[src/hdl/cht_pkg.sv]
package cht_pkg;

   typedef enum logic [1:0] {
      KIND_PIXEL = 2'd0,
      KIND_READ  = 2'd1,
      KIND_CLEAR = 2'd2,
      KIND_NONE  = 2'd3
   } kind_type;

   typedef enum logic {
      OP_SEARCH = 1'b0,
      OP_READ   = 1'b1
   } op_type;

   typedef enum logic [1:0] {
      ST_IDLE = 2'd0,
      ST_RUN  = 2'd1,
      ST_DONE = 2'd2
   } state_type;

   // control part of the token that walks the cell row
   typedef struct packed {
      logic   valid;
      op_type op;
      logic   done;
      logic   was_new;
   } tok_ctl_type;

endpackage

[src/hdl/cht_cell.sv]
module cht_cell #(
   parameter int IDX_W      = 8,
   parameter int USED_W     = 9,
   parameter int COUNT_BITS = 24
) (
   input  logic                     clock,
   input  logic                     reset,
   input  logic [IDX_W-1:0]         cell_idx,
   input  cht_pkg::tok_ctl_type     ctl_in,
   input  logic [31:0]              colour_in,
   input  logic [USED_W-1:0]        target_in,
   input  logic [IDX_W-1:0]         idx_in,
   input  logic [COUNT_BITS-1:0]    count_in,
   output cht_pkg::tok_ctl_type     ctl_out,
   output logic [31:0]              colour_out,
   output logic [USED_W-1:0]        target_out,
   output logic [IDX_W-1:0]         idx_out,
   output logic [COUNT_BITS-1:0]    count_out
);

   logic [31:0]           colour_ff;
   logic [COUNT_BITS-1:0] cnt_ff, cnt_in;
   cht_pkg::tok_ctl_type  tctl_ff, tctl_in;
   logic [31:0]           tcolour_ff, tcolour_in;
   logic [USED_W-1:0]     target_ff;
   logic [IDX_W-1:0]      tidx_ff, tidx_in;
   logic [COUNT_BITS-1:0] tcount_ff, tcount_in;

   logic                  live, below, here, match, append, rd;
   logic [USED_W-1:0]     idx_ext;
   logic [COUNT_BITS-1:0] count_inc;

   always_comb begin
      idx_ext   = USED_W'(cell_idx);
      live      = ctl_in.valid && !ctl_in.done;
      below     = idx_ext < target_in;
      here      = idx_ext == target_in;
      match     = live && (ctl_in.op == cht_pkg::OP_SEARCH) && below
                  && (colour_ff == colour_in);
      append    = live && (ctl_in.op == cht_pkg::OP_SEARCH) && here;
      rd        = live && (ctl_in.op == cht_pkg::OP_READ) && here;
      // saturate at all ones
      count_inc = (&cnt_ff) ? cnt_ff : cnt_ff + COUNT_BITS'(1);

      cnt_in = cnt_ff;
      if (match) begin
         cnt_in = count_inc;
      end else if (append) begin
         cnt_in = COUNT_BITS'(1);
      end

      tctl_in         = ctl_in;
      tctl_in.done    = ctl_in.done || match || append || rd;
      tctl_in.was_new = ctl_in.was_new || append;
      tcolour_in      = rd ? colour_ff : colour_in;
      tidx_in         = (match || append || rd) ? cell_idx : idx_in;
      tcount_in       = count_in;
      if (match) begin
         tcount_in = count_inc;
      end else if (append) begin
         tcount_in = COUNT_BITS'(1);
      end else if (rd) begin
         tcount_in = cnt_ff;
      end
   end

   always_ff @(posedge clock) begin
      if (append) begin
         colour_ff <= colour_in;
      end
      cnt_ff     <= cnt_in;
      tcolour_ff <= tcolour_in;
      target_ff  <= target_in;
      tidx_ff    <= tidx_in;
      tcount_ff  <= tcount_in;
   end

   always_ff @(posedge clock) begin
      if (reset) begin
         tctl_ff <= '0;
      end else begin
         tctl_ff <= tctl_in;
      end
   end

   assign ctl_out    = tctl_ff;
   assign colour_out = tcolour_ff;
   assign target_out = target_ff;
   assign idx_out    = tidx_ff;
   assign count_out  = tcount_ff;

endmodule

[config.mk]
export PLATFORM = sky130hd
export DESIGN_NAME = cht_cell
export DESIGN_NICKNAME = d
export VERILOG_FILES = /design/src/hdl/cht_pkg.sv /design/src/hdl/cht_cell.sv
export SDC_FILE = /design/constraint.sdc
export NUM_CORES = 1
export LEC_CHECK = 0
export BUFFER_PORTS_ARGS = -buffer_cell sky130_fd_sc_hd__buf_2
export CAP_MARGIN = 0
export CORE_ASPECT_RATIO = 1.1
export CORE_MARGIN = 2
export CORE_UTILIZATION = 46
export DETAILED_ROUTE_END_ITERATION = 10
export PLACE_DENSITY = 0.75
export SLEW_MARGIN = 5
export SYNTH_ARGS = -nofsm -noshare
export SYNTH_HDL_FRONTEND = slang
export SYNTH_SLANG_ARGS = --single-unit
[constraint.sdc]
create_clock -name clock -period 2.4 [get_ports clock]
set_input_delay 0 -clock clock [delete_from_list [all_inputs] [get_ports clock]]
set_output_delay 0 -clock clock [all_outputs]
set_load 0.1 [all_outputs]
* Yosys cells after proc, flatten, opt, wreduce, memory -nomap -nowiden
Index checks and enable logic that the tools add are counted.
W data, S select, Z words.
** Word-level totals
- Register bits :: 133
- Input bits :: 87
- Output and inout port bits :: 77
** Cells by class
- Add/subtract/negate cells :: 1
- $lt $le $gt $ge :: 1
- Equal/unequal tests :: 2
- Multiplexer cells :: 8
- Bitwise logic cells :: 1
- Reductions and logical operators :: 16
** Operator list (number)
- $mux W24 :: 6
- $eq A32 B32 Y1 :: 1
- $mux W32 :: 1
- $add A24 B1 Y24 const B :: 1
- $reduce_and A24 Y1 :: 1
- $eq A8 B9 Y1 :: 1
- $lt A8 B9 Y1 :: 1
- $mux W8 :: 1
- $logic_and A1 B1 Y1 :: 7
- $logic_or A1 B1 Y1 :: 6
- $reduce_bool A2 Y1 :: 1
- $logic_not A1 Y1 :: 1
- $not A1 Y1 :: 1

* Depth between registers and ports, before layout
Gate-level depths: netlist of run 1.
- Word-level depth :: 8
- Depth in mapped cells :: 10
- Depth with buffers taken out :: 9

* Worst setup path before layout of run 1
Ideal clock, no wire load.
- Path kind :: register -> register
- From :: register colour_ff[7]
- To :: register cnt_ff[0] (enable)
- Setup time :: 383 ps
- Arrival :: 2043 ps
- Data required time :: 2017 ps
- Slack :: -26 ps
- Cell stages (with the launch flop) :: 7
- Period minus slack after synthesis :: 2426 ps
- Cell sequence :: edfxtp_1 > xnor2_1 > nand4_1 > nor4_1 > nand4_1 > clkbuf_1 > nand2_1
** On the way
- Word-level cells in the longest chain between the ends :: 3
** RTL lines
- start: declaration :: line cht_cell.sv:21 : logic [31:0] colour_ff;
- start signal: assignment :: line cht_cell.sv:69 : colour_ff <= colour_in;
- $eq A32 B32 Y1 :: line cht_cell.sv:39 : && (colour_ff == colour_in);
- $logic_and A1 B1 Y1 :: line cht_cell.sv:39
- $reduce_bool A2 Y1 (no line)
- end signal: assignment :: line cht_cell.sv:71 : cnt_ff <= cnt_in;
- end: declaration :: line cht_cell.sv:22 : logic [COUNT_BITS-1:0] cnt_ff, cnt_in;
No other way between the ends.
A chain may end at the register's enable or synchronous reset.

* Final worst setup path of run 1
- From :: register cnt_ff[6]
- To :: register tcount_ff[23] (netlist: count_out[23])
** On the way
- Word-level cells in the longest chain between the ends :: 3
- Elaborated cells on any way between the ends :: 4
- Those cells by class :: add/sub: 1; mux: 2; reduce/logical: 1
** RTL lines
- $add A24 B1 Y24 / $reduce_and A24 Y1 (equally long branches) :: line cht_cell.sv:43 : count_inc = (&cnt_ff) ? cnt_ff : cnt_ff + COUNT_BITS'(1);
- $mux W24 * :: line cht_cell.sv:43
- $mux W24 * :: line cht_cell.sv:58 : if (match) begin
- net tcount_in[23] :: line cht_cell.sv:27 : logic [COUNT_BITS-1:0] tcount_ff, tcount_in;
- end signal: assignment :: line cht_cell.sv:75 : tcount_ff <= tcount_in;
- end: declaration :: line cht_cell.sv:27
The timed path passes the listed nets; every way through them passes the cells marked *.

==> results.cfg, run 1 <==
[run_status]
outcome = completed

[sta]
worst_slack_ns = 0.1188
finalClockSkew_ns = 0.01087
slew_violations = 0
fin_setup_tns_ns = 0
hold_viol_final = 0
setup_viol = 0
rsz0062_at_grt = no
max_freq_ghz = 0.4384
slew-limit-headroom = 0.6567
period_needed_ns = 2.281
period_share = 0.9505
worstMarginPinSlew_ns = 0.5020

[clocking]
cts.sinks = 133
cts_root_buf = clkbuf_16
clk_path_buf_depth = 2
clk_pin_slew_ns = 0.05
clk_latency_ns = 0.41
cts_tree = yes
h-tree-depth = 4
cts_inserted_buffers = 17
cts_setup_buffers = 0

[drt]
wl_per_cell_um = 16.59
ant_nets = 0
drtIter0Drc = 188
maxUsedRoutingLayer = met4
drt-total-wl_mm = 14.50
route.detailed.drc = 0
firstDrtPassIters = 4
drt-met1-wl_mm = 5.810
vias_per_cell = 5.143
dr_wl_met2_mm = 7.567
wl_met3_um = 828
num_vias = 4495

[floorplan]
initial_core_util = 0.4740
std_cell_rows = 41
chipWidth_um = 107.8
die_h_um = 118.1
dieArea_um2 = 12730
coreArea_um2 = 11490
io_pins = 164

[setup_path]
startpoint_type = flip-flop
crit_path_start = cnt_ff[6]
cp-end-kind = flip-flop
reg2reg_depth = 6
regToRegSetupSlack_ns = 0.12
path_cells = nand3_1 -> or3_4 -> a2111o_1 -> o21ai_0 -> a21oi_2 -> a221o_2
crit_buf_inv = 0
cp_top_family = compound AO/OA/AOI/OAI gates
worst-setup-path-type = reg -> reg
cp.arrival_ns = 2.57
slowest_delay_ns = 0.46
path_max_fanout = 9
required_ns = 2.69
cpMaxStageDelayCell = a2111o_1
r2r_end = count_out[23]
timing.rr.start = cnt_ff[6]

[synth]
synthArstFlopShare = 0
synth.distinct_cells = 48
ys.flop_type = dfxtp_1
synth_cells = 441
synth_seq_cells = 133
ys_warn_count = 0
synth_edf_count = 56
ys_seq_area_frac = 0.5918
yosysTopAreaCell = edfxtp_1
synth_top_area_share = 0.3088
synth.avg_cell_area_um2 = 12.35
synthesis.nets = 537
syn_area_um2 = 5446
synth_area_leaders = edfxtp_1, dfxtp_1, mux2_2

[layout]
final_cell_mix = buf_2, dlygate4sd3_1, dfxtp_1, edfxtp_1, mux2_2
drive_above_1_share = 0.3674
syn_to_final_growth_pct = 47.12
antennaDiodeCount = 0
multi_input_area_um2 = 2140
nets = 807
seqCellArea_um2 = 3223
utilization = 0.6973
fill_cells = 802
finalNonFillerCells = 874
final_common_cell = buf_2

[global_routing]
grtUsageTotal = 0.2325
antenna_found_initial = 0
grt-ovfl-total = 0
grt_start_max_net_pins = 52
grt_pass1_vias = 4813
grt_pass1_wl_mm = 23.10

[power_and_ir_drop]
powerDensity_nw_per_um2 = 722.7
ir_drop_mv = 0.5422
power_mw = 5.791
p_leak_nw = 3.339

[place]
gp_congestion = 0.8832
preCtsSetupSlack_ns = 0.07593
place_inst = 756
port_buffers = 163
hpwl_mm = 9.421

[hold_path]
min_from = target_in[7]
min_delay_path_depth = 2
hold_end = target_out[7]
min_path_type = in -> reg

[job]
max_cap_violations = 0
[cells in the mapped netlist (all sizes together), types with 9 or more instances]
| library cell | instances |
|---|---|
| nand2 | 14 |
| xnor2 | 42 |
| o21ai | 14 |
| nand3 | 24 |
| dfxtp | 77 |
| nand4 | 17 |
| edfxtp | 56 |
| nor2 | 26 |
| mux2 | 49 |
| inv | 17 |
| clkbuf | 10 |
| ha | 9 |
[metrics by stage]
| step | instance area (um^2) | hold WS [ns] |
|---|---|---|
| 3_3_place_gp | 6568 | 0.1183 |
| 6_report | 8013 | 0.2591 |
| 5_1_grt | 8013 | 0.2467 |
| 4_1_cts | 7980 | 0.2257 |
| 2_1_floorplan | 5449 | 0.02772 |
| 3_5_place_dp | 6568 | 0.1220 |
[flip-flops by register name, indices dropped and copies added (netlist names)]
register and count:
colour_ff 32, colour_out 32, cnt_ff 24, count_out 24, target_out 9, idx_out 8, ctl_out 4
[layer usage]
| metal | vias to the layer above | track usage |
|---|---|---|
| met5 | - | 0 |
| met1 | 2142 | 0.2635 |
| met3 | 26 | 0.06921 |
| met4 | 0 | 0.07452 |
| li1 | 2167 | - |
| met2 | 160 | 0.4135 |
[report_power, final]
| part | internal, mW | switching, mW |
|---|---|---|
| clock | 1.51 | 0.916 |
| combinational | 0.266 | 0.660 |
| sequential | 2.42 | 0.0177 |
| total | 4.20 | 1.59 |
[logic make-up (layout without fill, tap and decap cells)]
group / count (synthesis) / after routing / synth area share
compound gates: 49 / 49 / 0.06387
xor+xnor: 49 / 49 / 0.07880
fa+ha+maj: 9 / 9 / 0.02068
buf+inv: 31 / 314 / 0.02320
flops: 133 / 133 / 0.5918
mux: 52 / 52 / 0.1068
simple gates: 118 / 118 / 0.1149
[layout make-up]
cell class | instances | area share
Sequential cell | 133 | 0.4022
Inverter | 17 | 0.007964
Timing Repair Buffer | 265 | 0.2305
Clock buffer | 21 | 0.05497
Clock inverter | 11 | 0.01390
Tap cell | 150 | 0.02342
Multi-Input combinational cell | 277 | 0.2670
[worst max-delay path by stage]
stage | slack [ns] | end | cells after the start
5_1_grt | 0.005 | count_out[23] | 6
2_1_floorplan | 0.14 | cnt_ff[7] | 7
3_3_place_gp | 0.15 | count_out[23] | 6
4_1_cts | 0.007 | count_out[23] | 6
6_report | 0.12 | count_out[23] | 6
3_5_place_dp | 0.08 | cnt_ff[18] | 7
[timing repair]
action | CTS | global route
gates resized for setup | 0 | 7
endpoints found under the hold margin | 109 | 0
endpoints found under the setup margin | 0 | 48
hold buffers | 86 | 0
(Power assumes the default switching activity.)
==> inputs of run 2 (changes only) <==
--- a/config.mk
+++ b/config.mk
@@ -6,11 +6,12 @@
 export NUM_CORES = 1
 export LEC_CHECK = 0
 export BUFFER_PORTS_ARGS = -buffer_cell sky130_fd_sc_hd__buf_2
-export CAP_MARGIN = 0
+export CAP_MARGIN = 10
 export CORE_ASPECT_RATIO = 1.1
 export CORE_MARGIN = 2
 export CORE_UTILIZATION = 46
 export DETAILED_ROUTE_END_ITERATION = 10
+export MAX_ROUTING_LAYER = met4
 export PLACE_DENSITY = 0.75
 export SLEW_MARGIN = 5
 export SYNTH_ARGS = -nofsm -noshare
==> results.cfg, run 2 (same netlist as run 1, synthesis figures left out) <==
[global_routing]
grt_pass1_wl_mm = 23.30
antenna_found_initial = 0
grt_pass1_vias = 4723
grtUsageTotal = 0.2439
grt_start_max_net_pins = 52
grt-ovfl-total = 0

[setup_path]
worst-setup-path-type = in -> reg
cp.arrival_ns = 2.39
cpMaxStageDelayCell = dlygate4sd3_1
startpoint_type = input pin
slowest_delay_ns = 0.55
required_ns = 2.52
cpMostUsedCell = buf_12
reg2reg_depth = 7
path_max_fanout = 51
cp-end-kind = flip-flop
path_cells = dlygate4sd3_1 -> buf_2 -> ha_1 -> and4_1 -> nor2b_1 -> o31ai_2 -> nand4_1 -> buf_12 -> nand2_2 -> buf_12

[sta]
slew_violations = 0
fin_setup_tns_ns = 0
period_needed_ns = 2.273
worstMarginPinSlew_ns = 0.5319
max_freq_ghz = 0.4399
setup_viol = 0
rsz0062_at_grt = no
finalClockSkew_ns = 0.009439
hold_viol_final = 0
whs_ns = 0.2120
period_share = 0.9471
slew-limit-headroom = 0.6362

[run_status]
outcome = completed

[layout]
fill_cells = 822
nets = 808
antennaDiodeCount = 0
multi_input_area_um2 = 2125
final_common_cell = buf_2
seqCellArea_um2 = 3223
finalNonFillerCells = 875
syn_to_final_growth_pct = 48.20
final_cell_mix = buf_2, dlygate4sd3_1, dfxtp_1, edfxtp_1, mux2_2
drive_above_1_share = 0.3738

[power_and_ir_drop]
pwr-share-seq = 0.401
intPower_mw = 4.344
p_leak_nw = 3.375
ir_drop_mv = 0.5238
sw_frac_of_total = 0.2839
p_switching_mw = 1.722
powerDensity_nw_per_um2 = 751.6
pwr-share-clk = 0.446
comb_power_share = 0.152

[floorplan]
coreArea_um2 = 11490
die_h_um = 118.1
initial_core_util = 0.4740
dieArea_um2 = 12730
std_cell_rows = 41
io_pins = 164
chipWidth_um = 107.8

[hold_path]
min_path_type = in -> reg
min_delay_path_depth = 4

[clocking]
cts.sinks = 133
clk_latency_ns = 0.41
cts_inserted_buffers = 17
clk_path_buf_depth = 2
cts_tree = yes
clk_pin_slew_ns = 0.06
cts_root_buf = clkbuf_16
h-tree-depth = 4

[drt]
drtIter0Drc = 176
route.detailed.drc = 0
firstDrtPassIters = 4
num_vias = 4507
wl_per_cell_um = 16.74
drt-total-wl_mm = 14.65
vias_per_cell = 5.151
ant_nets = 0

[place]
gp_congestion = 0.8709
port_buffers = 163
place_inst = 757
hpwl_mm = 9.565

[job]
max_cap_violations = 0
run 2: cell types whose count changed in the layout (fill, tap and decap cells not counted), sizes merged:
cell and change:
clkinvlp -1, inv +6, bufinv +1, clkinv -2, clkbuf -4, buf +1
run 2: path summary, 6_finish.rpt:
| check | end | from | slack [ns] |
|---|---|---|---|
| max | cnt_ff[18] | cell_idx[3] | 0.13 |
| min | count_out[0] | ctl_in[3] | 0.21 |
| max reg2reg | cnt_ff[18] | colour_ff[14] | 0.15 |
| min reg2reg | colour_out[9] | colour_ff[9] | 0.53 |
run 2: per-layer routing:
metal	vias up	global-route usage	part of all wire
met5	-	-	0
met4	0	0.09936	0.029
met3	36	0.06645	0.060
met2	175	0.4112	0.52
met1	2125	0.2708	0.39
li1	2171	-	-
run 2: through the flow:
stage / utilization / power [mW] / area, um^2 / worst slack [ns]
floorplan: - / 3.099 / 5449 / 0.1433
CTS: 0.7009 / 6.086 / 8054 / 0.002258
global placement: 0.5722 / 3.276 / 6575 / 0.1336
global route: 0.7024 / 6.249 / 8071 / 0.005533
detailed placement: 0.5722 / 3.288 / 6575 / 0.07626
finish: 0.7024 / 6.066 / 8071 / 0.1270
run 2: cell type report:
cell class	count	share of cell area
clock inverter	15	0.02387
tap	150	0.02325
inverter	17	0.007906
clock buffer	17	0.05271
timing repair buffer	266	0.2297
multi-input combinational	277	0.2632
sequential	133	0.3993
run 2: worst max-delay path, delay by kind of cell:
kind | cells | cell delay, ns
adders and majority gates | 1 | 0.32
and+or+nand+nor | 4 | 0.73
AOI/OAI and AO/OA | 1 | 0.27
buffers and inverters | 4 | 1.07
run 2: power by group through the flow:
stage               Combinational [mW]  Clock (mW)  Sequential, mW
finish                           0.924        2.71            2.44
global route                     0.962        2.85            2.44
CTS                              0.916        2.73            2.43
detailed placement               0.805           0            2.48
global placement                 0.794           0            2.48
floorplan                        0.110           0            2.99
run 2: timing repair:
| action | in CTS | in global routing |
|---|---|---|
| hold endpoints to repair | 109 | 0 |
| setup buffers | 0 | 0 |
| hold buffers | 86 | 0 |
| resized for setup | 0 | 4 |
| endpoints found under the setup margin | 0 | 47 |
